$ cat config.mk
export PLATFORM = sky130hd
export DESIGN_NAME = hba_ctrl
export DESIGN_NICKNAME = d
export VERILOG_FILES = /design/src/rtl/core/hba_pkg.sv /design/src/rtl/core/hba_ctrl.sv
export VERILOG_INCLUDE_DIRS = /design/src /design/src/rtl/core
export SDC_FILE = /design/constraint.sdc
export NUM_CORES = 1
export LEC_CHECK = 0
export CAP_MARGIN = 20
export CELL_PAD_IN_SITES_DETAIL_PLACEMENT = 1
export CELL_PAD_IN_SITES_GLOBAL_PLACEMENT = 2
export CORE_UTILIZATION = 31
export DETAILED_ROUTE_END_ITERATION = 10
export DONT_BUFFER_PORTS = 1
export PLACE_DENSITY_LB_ADDON = 0.15
export SYNTH_ARGS = -nofsm -noshare
export SYNTH_HDL_FRONTEND = slang
export SYNTH_SLANG_ARGS = --single-unit
$ cat constraint.sdc
create_clock -name i_clk -period 3.11 [get_ports i_clk]
set_clock_uncertainty 0.15 [all_clocks]
set_input_delay 0.622 -clock i_clk [delete_from_list [all_inputs] [get_ports i_clk]]
set_output_delay 0.622 -clock i_clk [all_outputs]
set_load 0.02 [all_outputs]
$ cat src/rtl/core/assert_macros.svh
// Assertion macros used by the controller of the identifier allocator.
`ifndef ASSERT_MACROS_SVH
`define ASSERT_MACROS_SVH

// Checks a property on every rising edge of i_clk while i_rst_n is released.
`define HBA_ASSERT(label, prop, msg) \
    label: assert property (@(posedge i_clk) disable iff (!i_rst_n) (prop)) else $error(msg);

// Checks a property on every rising edge of i_clk, including during reset.
`define HBA_ASSERT_ALWAYS(label, prop, msg) \
    label: assert property (@(posedge i_clk) (prop)) else $error(msg);

`endif

$ cat src/rtl/core/hba_pkg.sv
// Package with the constants, types and helper functions of the identifier allocator.
`timescale 1ns / 1ps
`default_nettype none

package hba_pkg;

    localparam int LEVELS     = 4;
    localparam int ID_W       = 3 * LEVELS;
    localparam int CAPACITY   = 1 << ID_W;
    localparam int TREE_BYTES = (CAPACITY - 1) / 7;
    localparam int ADDR_W     = (TREE_BYTES > 1) ? $clog2(TREE_BYTES) : 1;
    localparam int LVL_W      = $clog2(LEVELS + 1);
    localparam int LIDX_W     = (LEVELS > 1) ? $clog2(LEVELS) : 1;
    localparam int RID_W      = 16;
    localparam int GRANT_W    = 12;
    localparam int STATUS_W   = 2;

    localparam logic [7:0] FULL_BYTE = 8'hff;
    localparam logic [7:0] TOP_MARK  = 8'h80;

    typedef enum logic [STATUS_W-1:0] {
        ST_OK    = 2'd0,
        ST_FULL  = 2'd1,
        ST_RANGE = 2'd2
    } t_status;

    typedef enum logic [2:0] {
        S_CLEAR,
        S_IDLE,
        S_READ,
        S_WRITE,
        S_DONE
    } t_state;

    typedef struct packed {
        logic    clr_wr;
        logic    load;
        logic    rd_step;
        logic    wr_step;
        logic    out_load;
        t_status out_code;
    } t_cmd;

    typedef struct packed {
        logic clr_last;
        logic req_bad;
        logic walk_full;
        logic lvl_top;
        logic lvl_zero;
    } t_sts;

    // Start address of a tree level, the root being level zero.
    function automatic logic [ADDR_W-1:0] level_base(input logic [LVL_W-1:0] d);
        logic [ADDR_W-1:0] base;
        base = '0;
        for (int k = 0; k < LEVELS; k++) begin
            if (k < int'(d)) begin
                base = (base << 3) + ADDR_W'(1);
            end
        end
        return base;
    endfunction

    // Position of the first clear bit counted from the MSB, eight for a full byte.
    function automatic logic [3:0] first_clear(input logic [7:0] b);
        logic [3:0] res;
        res = 4'd8;
        for (int i = 0; i < 8; i++) begin
            if (!b[i]) begin
                res = 4'(7 - i);
            end
        end
        return res;
    endfunction

endpackage

`default_nettype wire

$ cat src/rtl/core/hba_ctrl.sv
// Controller state machine of the identifier allocator.
`timescale 1ns / 1ps
`default_nettype none
`include "assert_macros.svh"

module hba_ctrl (
    input  wire logic           i_clk,
    input  wire logic           i_rst_n,
    input  wire logic           i_in_valid,
    output logic                o_in_ready,
    output logic                o_out_valid,
    input  wire logic           i_out_ready,
    input  wire hba_pkg::t_sts  i_sts,
    output hba_pkg::t_cmd       o_cmd
);
    import hba_pkg::*;

    t_state  r_state;
    t_state  n_state;
    t_status r_code;
    t_status n_code;
    logic    r_out_valid;
    logic    n_out_valid;
    logic    accept;
    logic    slot_free;
    logic    walk_stop;

    assign accept    = i_in_valid && (r_state == S_IDLE);
    assign slot_free = !r_out_valid || i_out_ready;
    assign walk_stop = (r_state == S_READ) && i_sts.walk_full;

    always_comb begin
        n_state = r_state;
        n_code  = r_code;
        unique case (r_state)
            S_CLEAR: begin
                if (i_sts.clr_last) begin
                    n_state = S_IDLE;
                end
            end
            S_IDLE: begin
                if (accept) begin
                    if (i_sts.req_bad) begin
                        n_state = S_DONE;
                        n_code  = ST_RANGE;
                    end else begin
                        n_state = S_READ;
                        n_code  = ST_OK;
                    end
                end
            end
            S_READ: begin
                if (i_sts.walk_full) begin
                    n_state = S_DONE;
                    n_code  = ST_FULL;
                end else if (i_sts.lvl_top) begin
                    n_state = S_WRITE;
                end
            end
            S_WRITE: begin
                if (i_sts.lvl_zero) begin
                    n_state = S_DONE;
                end
            end
            S_DONE: begin
                if (slot_free) begin
                    n_state = S_IDLE;
                end
            end
            default: begin
                n_state = S_CLEAR;
            end
        endcase
    end

    always_comb begin
        o_cmd          = '0;
        o_cmd.out_code = r_code;
        o_in_ready     = 1'b0;
        unique case (r_state)
            S_CLEAR: o_cmd.clr_wr = 1'b1;
            S_IDLE: begin
                o_in_ready = 1'b1;
                o_cmd.load = accept;
            end
            S_READ:  o_cmd.rd_step  = 1'b1;
            S_WRITE: o_cmd.wr_step  = 1'b1;
            S_DONE:  o_cmd.out_load = slot_free;
            default: o_cmd = '0;
        endcase
    end

    always_comb begin
        n_out_valid = r_out_valid;
        if (o_cmd.out_load) begin
            n_out_valid = 1'b1;
        end else if (i_out_ready) begin
            n_out_valid = 1'b0;
        end
    end

    always_ff @(posedge i_clk) begin
        if (!i_rst_n) begin
            r_state     <= S_CLEAR;
            r_code      <= ST_OK;
            r_out_valid <= 1'b0;
        end else begin
            r_state     <= n_state;
            r_code      <= n_code;
            r_out_valid <= n_out_valid;
        end
    end

    assign o_out_valid = r_out_valid;

    `HBA_ASSERT(a_no_overwrite, o_cmd.out_load |-> slot_free, "result overwritten")
    `HBA_ASSERT(a_one_at_a_time, accept |=> !o_in_ready, "second item taken while busy")
    `HBA_ASSERT(a_walk_only_alloc, walk_stop |=> (r_code == ST_FULL), "full walk not reported")
    `HBA_ASSERT_ALWAYS(a_reset, !i_rst_n |=> (r_state == S_CLEAR && !r_out_valid), "bad reset")

endmodule

`default_nettype wire

==> metrics.txt, run 1 <==
hold_buf cts=0; power density cells=698 nW/um^2; diode count=0; met3 Track Usage GR=6.98%; clk sinks=6; number of synthesized flops with an enable pin=0; ranking of synthesized cells by area=dfxtp_1 29%, nor2b_1 6.1%, o21a_1 5.5%; top cells by count, synth=6 x dfxtp_1, 4 x nand2_1, 4 x nor2_1, 4 x nor2b_1; final setup margin=0.794 ns; Die X=38.3 microns; DR WL/cell=15.2 microns; Tot GR Track Use=16.9%; min-delay worst type=input port to flop; Fmax=432 MHz; register bit total from synthesis=6; Yosys top cell by area=dfxtp_1; critical path peak fanout=15; Post-Place Cell Area=395 sq um; Detailed Place HPWL=732 microns; Critical Path Slowest Stage Cell=dfxtp_1; Pleak=0.145 nW; Initial Utilization=about a third; GP Congestion=0.688; Cell Chain, Critical Path=inv_1 > nor3_1; worst vdd ir=0.284 mV; vias=384; Unique masters post-synth=25; fin crit period=between 2 and 2.5 ns; yosys synthesis warning count=0; DP Worst Slack=1.04 ns; largest delay contributor family on the critical path=flip-flops; Initial DRC Count=4; post-synth top area share=29.4%; top_reg_cell synth=dfxtp_1; share of post-route cells with drive strength above 1=7.69%; Syn Area/Cell=7.55 sq um; FILL cells=around 150; Slew @ Worst Pin=0.630 ns; H-tree depth=1; Die Area=approximately 1500 sq um; mapped cell area=~410 sq um; port bufs=0; core area=1170 sq um; DR pass1 iterations=2; first-pass GRT wire length=1690 microns; Nets=63; setup TNS=0 ns; CP required=2.34 ns; clock buffer depth=2; setup violators final=0; top-count cell post-synth=dfxtp_1; post-route ant nets=0; io pins=18; die height=roughly 38 microns; clk root buf=clkbuf_4; total grt overflow=0; Max-cap violations=0; Crit. End Element=output pin; initial antenna violation count=0; drt via density=5.82; CTS clk-pin slew, worst paths=0.04 ns; # rows=12; drt drc=0; post-CTS setup buffer count=0; kind of critical path=flop to output pin; vias in the first global route=slightly below 400; Area Growth Syn to Fin=2.45%; Synthesized Nets=63; Final Power=0.292 mW; nature of the critical path startpoint=flop; Post-CTS Resized=0; WL final=1000 microns; largest net degree at the start of global routing=16; Clk Latency, worst-skew pair=0.24 ns; GR Util met1=20.6%; Crit path largest cell delay=0.59 ns; CP Data Arrival Time=between 1.5 and 2 ns; Rel. slew slack=57.7%; Syn Inst Count=54; met2 Usage GRT=24.6%; GR peak layer=met2; Final Hold Fails=0; max-slew violation count=0; CTS tree=yes; CP bufs+invs=1; cell area after layout=418 sq um; RSZ-0062 raised after global routing=false; status=finished, final reports clean; hold_ws=0.349 ns; Tcrit/Tclk final=74.5%; total CTS buffers=3; Async S/R FF share, synth=0%; Seq/Total Area, Yosys=29.4%
-- layout make-up --
cell class / count / area, sq um / share of cell area, %
clock buffers: 3 / 22.5 / 5.39
multi-input cells: 42 / 254 / 60.8
inverters: 1 / 3.75 / 0.898
flip-flops and latches: 6 / 120 / 28.7
well taps: 14 / 17.5 / 4.19
-- stage by stage --
step | instances | util, %
after global placement | 63 | 33.8
after CTS | 66 | 35.7
after detailed placement | 63 | 33.8
after floorplan | 54 | -
after global routing | 66 | 35.7
final | 66 | 35.7
-- final timing paths --
| kind | start | end | slack (ns) | cells after the start |
|---|---|---|---|---|
| worst max-delay path | r_state[0]$_SDFFE_PN0P_ | o_in_ready | 0.79 | 2 |
| worst min-delay path | i_rst_n | o_out_valid$_SDFFE_PN0P_ | 0.35 | 1 |
| worst max register to register | r_state[0]$_SDFFE_PN0P_ | r_state[0]$_SDFFE_PN0P_ | 1.42 | 4 |
| worst min register to register | r_code[1]$_SDFFE_PN0P_ | r_code[1]$_SDFFE_PN0P_ | 0.38 | 2 |
-- power breakdown --
group / internal (mW) / leakage, nW / switching (mW)
Clock: 0.0435 / 0.0138 / 0.0256
Sequential: 0.0890 / 0.0488 / 0.0318
Combinational: 0.0370 / 0.0820 / 0.0650
-- flip-flops by register name, indices dropped and copies added, names as in the netlist --
register / count
r_state: 3
r_code: 2
o_out_valid: 1
-- cell usage in the layout, fill, tap and decap left out, drive strengths merged --
cell / n
nor2b: 4
or3: 2
nand3: 2
o21ai: 3
nor3: 2
nor2: 4
a22oi: 1
nand3b: 2
nor4b: 1
a211oi: 1
nand2: 4
a21o: 1
and2: 3
a311oi: 1
a21oi: 3
nor3b: 1
clkbuf: 3
dfxtp: 6
and3: 1
mux2i: 1
o21a: 3
nand2b: 2
inv: 1
-- cells by family (layout without fill, tap and decap cells) --
kind of cell    count (synthesis)  count (layout)  synth area share [%]
flops                           6               6                  29.4
mux                             1               1                  2.45
buf+inv                         6               4                  8.28
simple gates                   28              28                  38.3
compound gates                 13              13                  21.5
-- layer usage --
metal  share of wire [%]  vias up  wire length [microns]
met5                   0        -                      0
met4                0.80        0                      8
met3                  10        2                    101
met2                  44       18                    437
met1                  45      181                    455
li1                    -      183                      -
Power figures use the tool's default switching activity.
==> run 2: changes to the inputs <==
--- a/config.mk
+++ b/config.mk
@@ -9,7 +9,7 @@
 export CAP_MARGIN = 20
 export CELL_PAD_IN_SITES_DETAIL_PLACEMENT = 1
 export CELL_PAD_IN_SITES_GLOBAL_PLACEMENT = 2
-export CORE_UTILIZATION = 31
+export CORE_UTILIZATION = 29
 export DETAILED_ROUTE_END_ITERATION = 10
 export DONT_BUFFER_PORTS = 1
 export PLACE_DENSITY_LB_ADDON = 0.15
==> constraint.sdc (replaced) <==
create_clock -name i_clk -period 2.38 [get_ports i_clk]
set_clock_uncertainty 0.15 [all_clocks]
set_input_delay 0.476 -clock i_clk [delete_from_list [all_inputs] [get_ports i_clk]]
set_output_delay 0.476 -clock i_clk [all_outputs]
set_load 0.02 [all_outputs]
==> metrics.txt, run 2 (synthesis results as in run 1) <==
status=finished, final reports clean; Reg2Reg Setup Slack=between 0.7 and 0.8 ns; clk sinks=6; setup violators final=0; Post-CTS Resized=0; diode count=0; H-tree depth=1; total CTS buffers=3; GP Congestion=0.623; drt via density=5.46; first-pass GRT wire length=~1400 microns; Tot GR Track Use=13.5%; Area Growth Syn to Fin=4.60%; Clk Latency, worst-skew pair=0.24 ns; Rel. slew slack=56.0%; Initial DRC Count=1; hold_ws=0.211 ns; critical path peak fanout=11; Detailed Place HPWL=around 760 microns; final core utilization=32.8%; WL final=947 microns; CP required=1.75 ns; hold_buf cts=0; Critical R2R Capture=r_state[0]$_SDFFE_PN0P_; Critical Path Start=r_state[2]$_SDFFE_PN0P_; vias=371; vias in the first global route=331; CTS tree=yes; drt drc=0; fin crit period=2.08 ns; die height=39.5 microns; Nets=64; DR WL/cell=13.9 microns; Crit. End Element=output pin; RSZ-0062 raised after global routing=false; Tcrit/Tclk final=87.3%; worst reg2reg path depth=4; min-delay worst type=input port to flop; Biggest register=r_state; r2r startpoint=r_state[0]$_SDFFE_PN0P_; Worst Hold End=r_state[2]$_SDFFE_PN0P_; io pins=18; Fmax=approximately 480 MHz; cell area after layout=427 sq um; kind of critical path=flop to output pin; worst vdd ir=0.316 mV; clock buffer depth=2; Pleak=about 0.15 nW; power density cells=roughly 900 nW/um^2; Initial Utilization=31.3%; CP Data Arrival Time=1.45 ns; largest net degree at the start of global routing=16; commonest non-fill, non-tap cell in the layout=dfxtp_1; Worst Min Path Start=i_rst_n; setup TNS=0 ns; post-route ant nets=0; Die Area=1560 sq um; most frequent cells in the layout=6 x dfxtp_1, 4 x nor2b_1, 4 x nor2_1, 4 x nand2_1; initial antenna violation count=0; Die X=39.5 microns; nature of the critical path startpoint=flop; Final Hold Fails=0; post-CTS setup buffer count=0; # rows=13; Largest register FFs=3; hold path cells=1; core area=1300 sq um; CTS clk-pin slew, worst paths=0.04 ns; share of post-route cells with drive strength above 1=9.43%; port bufs=0; max-slew violation count=0; Post-Place Cell Area=404 sq um; total grt overflow=0; Slew @ Worst Pin=around 0.65 ns; Max-cap violations=0; clk root buf=clkbuf_4; DR pass1 iterations=2
-- run 2: area by class of cell --
cell class / count / area [sq um]
fill: 175 / 875
multi-input combinational: 42 / 254
timing repair buffer: 1 / 7.51
sequential: 6 / 120
clock buffer: 3 / 22.5
tap: 15 / 18.8
inverter: 1 / 3.75
-- run 2: worst max-delay path: stages, from the launching register on --
cell and delay, ns:
dfxtp_1 0.49, nor3b_1 0.32, nor2b_1 0.41
-- run 2: power by group --
group,switching [mW],internal (mW)
logic,0.0877,0.0572
registers,0.0385,0.116
clock network,0.0332,0.0568
-- run 2: worst max path at each step --
stage,slack (ns),to,depth (start not counted)
global route,0.18,o_cmd[2],2
floorplan,0.63,o_in_ready,3
global placement,0.56,o_cmd[2],2
CTS,0.28,o_cmd[2],2
finish,0.30,o_cmd[2],2
detailed placement,0.54,o_cmd[2],2
-- run 2: per-layer routing --
metal | part of all wire, % | wire, microns | GRT usage [%]
met1 | 45 | 426 | 16.4
met2 | 49 | 465 | 20.1
met3 | 5.9 | 56 | 3.41
met4 | 0 | 0 | 10.3
met5 | 0 | 0 | 0
-- run 2: stage by stage --
| stage | total power [mW] | worst slack (ns) | instances |
|---|---|---|---|
| floorplan | 0.279 | 0.631 | 54 |
| global placement | 0.298 | 0.564 | 65 |
| detailed placement | 0.304 | 0.544 | 65 |
| CTS | 0.399 | 0.280 | 68 |
| global route | 0.415 | 0.178 | 68 |
| finish | 0.390 | 0.303 | 68 |
==> run 3: changes to the inputs <==
--- a/config.mk
+++ b/config.mk
@@ -12,7 +12,9 @@
 export CORE_UTILIZATION = 29
 export DETAILED_ROUTE_END_ITERATION = 10
 export DONT_BUFFER_PORTS = 1
+export GPL_ROUTABILITY_DRIVEN = 0
 export PLACE_DENSITY_LB_ADDON = 0.15
+export SKIP_CTS_REPAIR_TIMING = 1
 export SYNTH_ARGS = -nofsm -noshare
 export SYNTH_HDL_FRONTEND = slang
 export SYNTH_SLANG_ARGS = --single-unit
==> constraint.sdc (replaced) <==
create_clock -name i_clk -period 2.3 [get_ports i_clk]
set_clock_uncertainty 0.15 [all_clocks]
set_input_delay 0.46 -clock i_clk [delete_from_list [all_inputs] [get_ports i_clk]]
set_output_delay 0.46 -clock i_clk [all_outputs]
set_load 0.02 [all_outputs]
==> metrics.txt, run 3 (synthesis results as in run 1) <==
status=finished, final reports clean; commonest non-fill, non-tap cell in the layout=dfxtp_1; largest delay contributor family on the critical path=simple AND/OR/NAND/NOR gates; Rel. slew slack=between 60% and 70%; initial antenna violation count=0; largest net degree at the start of global routing=16; Die X=39.5 microns; clock buffer depth=2; fin crit period=2.07 ns; diode count=0; total CTS buffers=3; Reg2Reg Setup Slack=0.61 ns; Net Switching=about 0.17 mW; final core utilization=33.4%; register area=~120 sq um; Critical Path Slowest Stage Cell=dfxtp_1; share of post-route cells with drive strength above 1=between 10% and 20%; Tot GR Track Use=13.8%; CP bufs+invs=0; FILL cells=177; setup TNS=0 ns; Max-cap violations=0; core area=~1300 sq um; Final Hold Fails=0; r2r startpoint=r_state[0]$_SDFFE_PN0P_; Sw Share=40.2%; vias in the first global route=319; Initial DRC Count=1; post-route ant nets=0; CTS clk-pin slew, worst paths=0.04 ns; Area Growth Syn to Fin=6.44%; worst reg2reg path depth=4; io pins=18; kind of critical path=flop to output pin; DR WL/cell=13.7 microns; Logic pwr share=39.3%; CTS tree=yes; clk sinks=6; Slew @ Worst Pin=0.483 ns; Clk Latency, worst-skew pair=0.23 ns; Initial Utilization=31.3%; Largest register FFs=3; Crit. End Element=output pin; most frequent cells in the layout=6 x dfxtp_1, 4 x nor2b_1, 4 x nor2_1, 4 x nand2_1; Biggest register=r_state; Die Area=1560 sq um; Pleak=0.154 nW; worst vdd ir=between 0.3 and 0.4 mV; H-tree depth=1; min-delay worst type=input port to flop; critical path peak fanout=11; power density cells=about 960 nW/um^2; hold path cells=1; Crit path largest cell delay=0.50 ns; CP required=1.69 ns; Cell Chain, Critical Path=nor3b_1 > nor2b_1; DR pass1 iterations=2; Detailed Place HPWL=764 microns; Worst Min Path Start=i_rst_n; vias=370; drt via density=5.36; drt drc=0; clk root buf=clkbuf_4; CP Data Arrival Time=1.46 ns; die height=39.5 microns; WL final=947 microns; first-pass GRT wire length=between 1000 and 1500 microns; Sequential Power Share=38.8%; footprint of the multi-input gates=~250 sq um; RSZ-0062 raised after global routing=false; port bufs=0; Worst Hold End=o_out_valid$_SDFFE_PN0P_; P_int=0.250 mW; Tcrit/Tclk final=90.1%; nature of the critical path startpoint=flop; max-slew violation count=0; Nets=65; # rows=13; setup violators final=0; Fmax=483 MHz; total grt overflow=0; Critical R2R Capture=r_state[0]$_SDFFE_PN0P_; Clk pwr share=21.9%
## run 3: cell count changes in the layout (fill, tap and decap cells not counted)
cell / change
buf_4: +1
## run 3: area by class of cell
class	instances	area share [%]
Clock buffer	3	5.19
Sequential cell	6	27.7
Tap cell	15	4.32
Inverter	1	0.865
Multi-Input combinational cell	42	58.5
Timing Repair Buffer	2	3.46
## run 3: per-layer routing
layer	global-route usage, %	wire [microns]	vias up	share of wire [%]
li1	-	-	187	-
met1	16.6	411	171	43
met2	19.7	460	12	49
met3	5.11	75	0	7.9
met4	10.3	0	0	0
met5	0	0	-	0
## run 3: how the worst max path moves through the flow
stage                                  from         end  slack [ns]  cells past startpoint
floorplan           r_state[0]$_SDFFE_PN0P_  o_in_ready        0.57                      3
global placement    r_state[2]$_SDFFE_PN0P_    o_cmd[2]        0.50                      2
detailed placement  r_state[2]$_SDFFE_PN0P_    o_cmd[2]        0.47                      2
CTS                 r_state[2]$_SDFFE_PN0P_    o_cmd[2]        0.20                      2
global route        r_state[2]$_SDFFE_PN0P_    o_cmd[2]        0.12                      2
finish              r_state[2]$_SDFFE_PN0P_    o_cmd[2]        0.23                      2
## run 3: power groups by stage
stage	Clock (mW)	Sequential [mW]	Combinational, mW
2_1_floorplan	0	0.134	0.155
3_3_place_gp	0	0.159	0.162
3_5_place_dp	0	0.163	0.166
4_1_cts	0.0976	0.161	0.167
5_1_grt	0.105	0.166	0.178
6_report	0.0915	0.162	0.164
## run 3: stage by stage
stage | hold slack (ns) | power, mW | area (sq um) | setup WS (ns) | instances
2_1_floorplan | 0.320 | 0.288 | 408 | 0.567 | 54
3_3_place_gp | 0.341 | 0.321 | 412 | 0.503 | 66
3_5_place_dp | 0.352 | 0.330 | 412 | 0.465 | 66
4_1_cts | 0.186 | 0.426 | 434 | 0.203 | 69
5_1_grt | 0.188 | 0.448 | 434 | 0.116 | 69
6_report | 0.192 | 0.418 | 434 | 0.228 | 69
